[src/hw/rtl/scd_pkg.sv]
`timescale 1ns / 1ps
`default_nettype none
// ----------------------------------------------------------------------------
// scd_pkg: shared types and constants for the SHA-256 counter DRBG
// Round constants, initial chain values, command word, queue constants and engine states.
// ----------------------------------------------------------------------------
package scd_pkg;

    localparam int unsigned KeyBytes  = 32;
    localparam int unsigned GenBytes  = 36;
    localparam int unsigned CmdDepth  = 4;
    localparam int unsigned CmdPtrW   = 2;

    typedef enum logic [0:0] {
        OP_ABSORB   = 1'b0,
        OP_GENERATE = 1'b1
    } t_op;

    typedef struct packed {
        t_op        op;
        logic [7:0] data;
        logic       last;
    } t_cmd;

    typedef enum logic [3:0] {
        ST_IDLE,
        ST_KEYLOAD,
        ST_BYTE,
        ST_CTR,
        ST_PAD,
        ST_COMP,
        ST_COMP_WAIT,
        ST_DONE_SEED,
        ST_DONE_OUT,
        ST_REKEY,
        ST_EMIT
    } t_state;

    function automatic logic [31:0] round_k(input logic [5:0] idx);
        logic [31:0] k;
        case (idx)
            6'd0: k = 32'h428a2f98; 6'd1: k = 32'h71374491; 6'd2: k = 32'hb5c0fbcf;
            6'd3: k = 32'he9b5dba5; 6'd4: k = 32'h3956c25b; 6'd5: k = 32'h59f111f1;
            6'd6: k = 32'h923f82a4; 6'd7: k = 32'hab1c5ed5; 6'd8: k = 32'hd807aa98;
            6'd9: k = 32'h12835b01; 6'd10: k = 32'h243185be; 6'd11: k = 32'h550c7dc3;
            6'd12: k = 32'h72be5d74; 6'd13: k = 32'h80deb1fe; 6'd14: k = 32'h9bdc06a7;
            6'd15: k = 32'hc19bf174; 6'd16: k = 32'he49b69c1; 6'd17: k = 32'hefbe4786;
            6'd18: k = 32'h0fc19dc6; 6'd19: k = 32'h240ca1cc; 6'd20: k = 32'h2de92c6f;
            6'd21: k = 32'h4a7484aa; 6'd22: k = 32'h5cb0a9dc; 6'd23: k = 32'h76f988da;
            6'd24: k = 32'h983e5152; 6'd25: k = 32'ha831c66d; 6'd26: k = 32'hb00327c8;
            6'd27: k = 32'hbf597fc7; 6'd28: k = 32'hc6e00bf3; 6'd29: k = 32'hd5a79147;
            6'd30: k = 32'h06ca6351; 6'd31: k = 32'h14292967; 6'd32: k = 32'h27b70a85;
            6'd33: k = 32'h2e1b2138; 6'd34: k = 32'h4d2c6dfc; 6'd35: k = 32'h53380d13;
            6'd36: k = 32'h650a7354; 6'd37: k = 32'h766a0abb; 6'd38: k = 32'h81c2c92e;
            6'd39: k = 32'h92722c85; 6'd40: k = 32'ha2bfe8a1; 6'd41: k = 32'ha81a664b;
            6'd42: k = 32'hc24b8b70; 6'd43: k = 32'hc76c51a3; 6'd44: k = 32'hd192e819;
            6'd45: k = 32'hd6990624; 6'd46: k = 32'hf40e3585; 6'd47: k = 32'h106aa070;
            6'd48: k = 32'h19a4c116; 6'd49: k = 32'h1e376c08; 6'd50: k = 32'h2748774c;
            6'd51: k = 32'h34b0bcb5; 6'd52: k = 32'h391c0cb3; 6'd53: k = 32'h4ed8aa4a;
            6'd54: k = 32'h5b9cca4f; 6'd55: k = 32'h682e6ff3; 6'd56: k = 32'h748f82ee;
            6'd57: k = 32'h78a5636f; 6'd58: k = 32'h84c87814; 6'd59: k = 32'h8cc70208;
            6'd60: k = 32'h90befffa; 6'd61: k = 32'ha4506ceb; 6'd62: k = 32'hbef9a3f7;
            default: k = 32'hc67178f2;
        endcase
        return k;
    endfunction

    localparam logic [255:0] ChainIv = {
        32'h6a09e667, 32'hbb67ae85, 32'h3c6ef372, 32'ha54ff53a,
        32'h510e527f, 32'h9b05688c, 32'h1f83d9ab, 32'h5be0cd19
    };

endpackage
`default_nettype wire

[src/hw/rtl/scd_cmd_fifo.sv]
`timescale 1ns / 1ps
`default_nettype none
// ----------------------------------------------------------------------------
// scd_cmd_fifo: command queue between front and back
// Small register queue holding classified input words.
// ----------------------------------------------------------------------------
module scd_cmd_fifo (
    input  wire logic         i_clk,
    input  wire logic         i_rst_n,
    input  wire logic         i_wr,
    input  wire scd_pkg::t_cmd i_cmd,
    output logic              o_full,
    input  wire logic         i_rd,
    output logic              o_empty,
    output scd_pkg::t_cmd     o_cmd
);
    scd_pkg::t_cmd r_mem [scd_pkg::CmdDepth];
    logic [scd_pkg::CmdPtrW-1:0] r_wp, r_rp;
    logic [scd_pkg::CmdPtrW:0]   r_cnt;
    logic wr_ok, rd_ok;

    assign o_full  = (r_cnt == 3'(scd_pkg::CmdDepth));
    assign o_empty = (r_cnt == '0);
    assign o_cmd   = r_mem[r_rp];
    assign wr_ok   = i_wr && !o_full;
    assign rd_ok   = i_rd && !o_empty;

    always_ff @(posedge i_clk) begin
        if (wr_ok) begin
            r_mem[r_wp] <= i_cmd;
        end
        if (!i_rst_n) begin
            r_wp <= '0;
            r_rp <= '0;
            r_cnt <= '0;
        end else begin
            if (wr_ok) r_wp <= r_wp + 1'b1;
            if (rd_ok) r_rp <= r_rp + 1'b1;
            r_cnt <= r_cnt + {2'b0, wr_ok} - {2'b0, rd_ok};
        end
    end

    a_cnt_range: assert property (@(posedge i_clk) disable iff (!i_rst_n)
        r_cnt <= 3'(scd_pkg::CmdDepth)) else $error("fifo count overflow");
    a_full_hold: assert property (@(posedge i_clk) disable iff (!i_rst_n)
        (o_full && !rd_ok) |=> o_full) else $error("full dropped without read");
    a_empty_hold: assert property (@(posedge i_clk) disable iff (!i_rst_n)
        (o_empty && !wr_ok) |=> o_empty) else $error("empty dropped without write");
endmodule
`default_nettype wire

[config.mk]
export PLATFORM = sky130hd
export DESIGN_NAME = scd_cmd_fifo
export DESIGN_NICKNAME = d
export VERILOG_FILES = /design/src/hw/rtl/scd_pkg.sv /design/src/hw/rtl/scd_cmd_fifo.sv
export SDC_FILE = /design/constraint.sdc
export NUM_CORES = 1
export LEC_CHECK = 0
export BUFFER_PORTS_ARGS = -buffer_cell sky130_fd_sc_hd__clkbuf_2
export CORE_AREA = 3 3 67 69
export DETAILED_ROUTE_END_ITERATION = 8
export DIE_AREA = 0 0 70 72
export GPL_ROUTABILITY_DRIVEN = 0
export PLACE_DENSITY_LB_ADDON = 0.15
export SYNTH_ARGS = -nofsm -noshare
export SYNTH_HDL_FRONTEND = slang
export SYNTH_SLANG_ARGS = --single-unit
export TNS_END_PERCENT = 20
[constraint.sdc]
create_clock -name i_clk -period 2 [get_ports i_clk]
set_input_delay 0.4 -clock i_clk [delete_from_list [all_inputs] [get_ports i_clk]]
set_output_delay 0.4 -clock i_clk [all_outputs]
set_load 0.05 [all_outputs]
# After elaboration in Yosys (flattened, before gate mapping)
# Memories as Yosys holds them, arrays and structs flattened. A register that Yosys moved wholly into a read port is not among the register bits.
# Index checks and enable logic that the tools add are counted.
# Widths: inputs -> output; s select.
# word_totals
elab_cells	18
regBits	7
ram_bits	40
memories	1
# op_classes
reduce_logical	5
n_eq_ne	1
muxes	4
n_addsub	4
# mem_list
memory	words	word_bits	rd	rd_ports_with_merged_regs	wr	line_no	rtl
r_mem	4	10	1	1	1	scd_cmd_fifo.sv:17	scd_pkg::t_cmd r_mem [scd_pkg::CmdDepth];
# ops
op	count
$add 2x1->2 const B	2
$mux 2	2
$add 3x1->3	1
$eq 3x3->1 const B	1
$logic_not 3->1	1
$sub 3x1->3	1
$logic_and 1x1->1	2
$logic_not 1->1	2
$mux 1	2

# Depth between registers and ports, before layout
# logic_depth
depth_word	5
ltp_mapped	11

# Worst setup path after synthesis
# OpenSTA, ideal clock, no wires.
# synth_path
kind	register -> register
startpoint	register r_cnt[1] in the netlist's numbering
endpoint	register r_cnt[2] in the netlist's numbering
slack_ns	-0.630
path_buffers	0
stages_incl_launch_ff	10
arrival_time_ns	2.515
required_time_ns	1.885
period_less_slack_ns	2.630
path_cell_list	dfxtp_1 > nor3_2 > nor2b_1 > ha_1 > inv_1 > ha_1 > fa_1 > xnor2_1 > xnor2_1 > and2_1
# synth_via
word_cells_on_any_way	8
classes_between	add/sub (2); eq/ne (1); reduce/logical (5)
# synth_lines
item	line_no	rtl
start: declaration	scd_cmd_fifo.sv:19	logic [scd_pkg::CmdPtrW:0] r_cnt;
start signal: assignment	scd_cmd_fifo.sv:39	r_cnt <= r_cnt + {2'b0, wr_ok} - {2'b0, rd_ok};
$logic_not 3->1	scd_cmd_fifo.sv:23	assign o_empty = (r_cnt == '0);
net o_empty	scd_cmd_fifo.sv:14	output logic o_empty,
$logic_not 1->1	scd_cmd_fifo.sv:26	assign rd_ok = i_rd && !o_empty;
$logic_and 1x1->1	scd_cmd_fifo.sv:26	
net rd_ok	scd_cmd_fifo.sv:20	logic wr_ok, rd_ok;
$sub 3x1->3	scd_cmd_fifo.sv:39	
# The timed path passes the listed nets, and every way through them passes these cells.
# A chain may end at the register's enable or synchronous reset.

# Final worst setup path
# layout_path
startpoint	register r_cnt[2] in the netlist's numbering
endpoint	register r_cnt[2] in the netlist's numbering
# layout_via
elab_chain_len	5
word_cells_on_any_way	8
classes_between	add/sub (2); eq/ne (1); reduce/logical (5)
# layout_lines
item	line_no	rtl
$eq 3x3->1	scd_cmd_fifo.sv:22	assign o_full = (r_cnt == 3'(scd_pkg::CmdDepth));
$logic_not 1->1	scd_cmd_fifo.sv:25	assign wr_ok = i_wr && !o_full;
$logic_and 1x1->1	scd_cmd_fifo.sv:25	
$add 3x1->3	scd_cmd_fifo.sv:39	
$sub 3x1->3 *	scd_cmd_fifo.sv:39	
# Every way passes the cells marked *; elsewhere a longest branch is shown, timed or not.

==> results by group <==
Clocking
  – Clock tree from TritonCTS: yes
  – Root Buffer Master: sky130_fd_sc_hd__clkbuf_8
  – Clock sink count: 49
  – Number of buffers created by CTS: 5
  – Clock slew at the register clock pins of the worst setup and hold paths: 80 ps
  – Level count of the clock H-tree: 2
  – Clk buf depth: 2
  – Insertion delay of the later-clocked pin in the worst-skew pair: 290 ps

Synthesis
  – Average cell area after synthesis: 18.7 µm²
  – Ranking of synthesized cells by area: sky130_fd_sc_hd__edfxtp_1 (62%), sky130_fd_sc_hd__mux4_2 (12%), sky130_fd_sc_hd__dfxtp_1 (9.3%)
  – Fraction of the mapped netlist area in simple logic gates: 6.16%
  – Area fraction in compound gates after synthesis: 1.17%
  – Proportion of synthesized area in mux cells: 12.7%
  – Share of the synthesized area in the top cell type: 62.2%
  – Main combinational cell family by area after synthesis: multiplexers
  – Sequential share of the synthesized area: 71.5%
  – Netlist cell types: 21
  – Biggest area consumer among synthesized cells: sky130_fd_sc_hd__edfxtp_1
  – Flip-flop and latch count after synthesis: 49
  – Total of warnings raised by yosys: 0
  – Adder-cell share of the synthesized area: 4.93%
  – Fraction of synthesized cell area in xor and xnor cells: 0.907%
  – Syn Std Cell Area: 0.00193 mm²
  – Syn Inst Count: 103
  – Synthesized Nets: 124

Floorplan
  – Site row count: 23
  – Standard cell core area: 0.00397 mm²
  – Io pins: 26
  – Die Footprint: 0.00504 mm²
  – Die X-Extent: 70 µm
  – Height of the chip: 72 µm
  – Initial core utilization: 48.6%

Worst hold path
  – Hold Crit Class: input pin to flip-flop
  – Hold Startpoint: i_cmd[1]
  – Hold path cells: 1
  – Hold path endpoint: r_mem[3][1]

Setup path
  – Peak fanout along the critical path: 3
  – Series of cell instances along the critical path: nor3b_4 -> nor2b_1 -> inv_1 -> ha_1 -> inv_1 -> ha_2 -> fa_2 -> xnor2_2 -> xnor2_1 -> and2_1
  – Setup Crit Path Kind: flip-flop to flip-flop
  – Number of cell instances on the worst register-to-register path: 10
  – Slowest cell on crit path: sky130_fd_sc_hd__dfxtp_4
  – Max incr delay on CP: 370 ps
  – Kind of start point of the critical path: flip-flop
  – Worst endpoint data arrival time: 2270 ps
  – Most Frequent Cell on Critical Path: sky130_fd_sc_hd__inv_1
  – Reg2reg setup slack: -80 ps
  – Worst Setup End Kind: flip-flop
  – Required time reported for the critical path endpoint: 2190 ps
  – Worst flop-to-flop path endpoint: r_cnt[2]
  – Reg2reg start: r_cnt[2]

GRT
  – Pin count of the biggest net entering global routing: 16
  – Leftover overflow at the end of global routing: 0
  – First-pass GRT wire length: 5200 µm
  – Overall fraction of global-route tracks in use: 14.0%
  – Via count of the first global-routing pass: 1071
  – Initial antenna violation count: 0

Layout
  – Number of fillers in the final layout: 333
  – Share of cells above drive strength 1: 43.1%
  – Final design utilization: 58.4%
  – Top library cells by usage in the layout, fill and taps aside: sky130_fd_sc_hd__edfxtp_1 (40), sky130_fd_sc_hd__clkbuf_2 (15), sky130_fd_sc_hd__buf_4 (12)
  – Most common cell after layout, fill and taps aside: sky130_fd_sc_hd__edfxtp_1
  – Area Growth Syn to Fin: 20.2%
  – Final nets: 164
  – Final antenna diode count: 0

Timing
  – Crit share post-route: 104%
  – Setup repair after global routing missed its margin: yes
  – Setup WS post-layout: -83.2 ps
  – Final worst path period need: 2080 ps
  – Hold Vio Cnt, Final: 0
  – Setup Skew: 1.41 ps
  – Number of failing setup endpoints in the final timing report: 1
  – Final Max Tran Viols: 0
  – Setup TNS: -83.2 ps
  – Worst Max-Slew Pin Slew: 279 ps
  – Upper clock frequency limit: 0.480 GHz
  – Remaining max-slew budget at the tightest pin: 81.5%

Detailed routing
  – Iteration count of the initial detailed-routing pass: 4
  – Remaining number of nets flagged by the antenna check after routing: 0
  – Detailed-route via count: 945
  – Final routed DRC violation total: 0
  – Wire length per cell after detailed routing: 15.4 µm
  – Drt first-iter violations: 54
  – Vias per cell: 4.87
  – Wire length after detailed routing: 2980 µm

Job
  – Total of max-cap violations: 0

Outcome
  – Run status: complete, but fails checks
  – Violated checks: setup timing

Pwr
  – Lkg Pwr: 0.845 nW
  – Power per standard cell area: 1280 mW/mm²
  – Peak supply drop: 0.000536 V

Placed design
  – Number of input and output port buffers inserted: 25
  – Worst setup slack after placement: -74.3 ps
  – Detailed placer's ending HPWL: 2170 µm
## Yosys cell counts, drive strengths merged
master / instances
nor3b: 1
mux2i: 2
fa: 1
mux4: 10
o21ai: 3
xnor2: 2
ha: 6
nor3: 1
a21boi: 1
nand2: 6
dfxtp: 9
nor2b: 2
buf: 2
clkbuf: 2
inv: 6
edfxtp: 40
and2: 7
or3: 1
nand4bb: 1
## repair_timing
action	in CTS	in global routing
resized for setup	2	16
buffers inserted	1	1
hold buffers	0	0
endpoints found under the setup margin	2	11
pin swaps	0	2
## worst max-delay path by stage
stage	start	to	slack, ps	cells after the start
global placement	i_wr	r_cnt[2]	3	10
detailed placement	r_cnt[1]	r_cnt[2]	-70	10
floorplan	r_cnt[2]	r_cnt[2]	-350	11
finish	r_cnt[2]	r_cnt[2]	-80	10
CTS	r_cnt[2]	r_cnt[2]	-80	10
global route	r_cnt[2]	r_cnt[2]	-170	10
## flip-flops by register name (all words and copies together), names as in the netlist, named ones only
name,cells
r_mem,40
r_cnt,3
r_rp,2
r_wp,2
## critical path, delay by kind of cell, from the launching register on
family                   cells  cell delay [ps]
adder cells (fa/ha/maj)      3              810
XOR/XNOR                     2              260
AND/OR/NAND/NOR              3              440
flip-flops                   1              370
buffers and inverters        2              100
## per-stage QoR
| stage | power [mW] | hold slack, ps | cells | instance area (µm²) |
|---|---|---|---|---|
| floorplan | 2.14 | 456 | 103 | 1950 |
| global placement | 2.38 | 466 | 184 | 2200 |
| detailed placement | 2.42 | 492 | 184 | 2200 |
| CTS | 2.98 | 304 | 193 | 2290 |
| global route | 3.16 | 301 | 194 | 2320 |
| finish | 2.97 | 321 | 194 | 2320 |
## metal layers
| layer | GRT usage [%] | up-vias | wire [µm] |
|---|---|---|---|
| met5 | 0 | - | 0 |
| met3 | 5.12 | 2 | 121 |
| met1 | 16.7 | 462 | 1200 |
| met2 | 23.6 | 15 | 1650 |
| li1 | - | 466 | - |
| met4 | 5.11 | 0 | 19 |
## kinds of logic after synthesis
| logic type | Yosys count |
|---|---|
| buf+inv | 10 |
| fa+ha+maj | 7 |
| mux | 12 |
| flops | 49 |
| simple gates | 19 |
| xor+xnor | 2 |
| compound gates | 4 |
## area by class of cell
class / instances / area, µm² / area share (%)
clock inverter: 2 / 15.0 / 0.647
tap: 50 / 62.6 / 2.70
multi-input combinational: 44 / 524 / 22.6
clock buffer: 6 / 72.6 / 3.13
inverter: 6 / 22.5 / 0.970
timing repair buffer: 37 / 236 / 10.2
sequential: 49 / 1390 / 59.8
## power by group
group / total (mW) / internal (mW) / switching (mW)
sequential: 1.32 / 1.25 / 0.0727
clock: 0.546 / 0.246 / 0.299
combinational: 1.10 / 0.437 / 0.664
No activity file was read; power rests on OpenSTA's default activity.
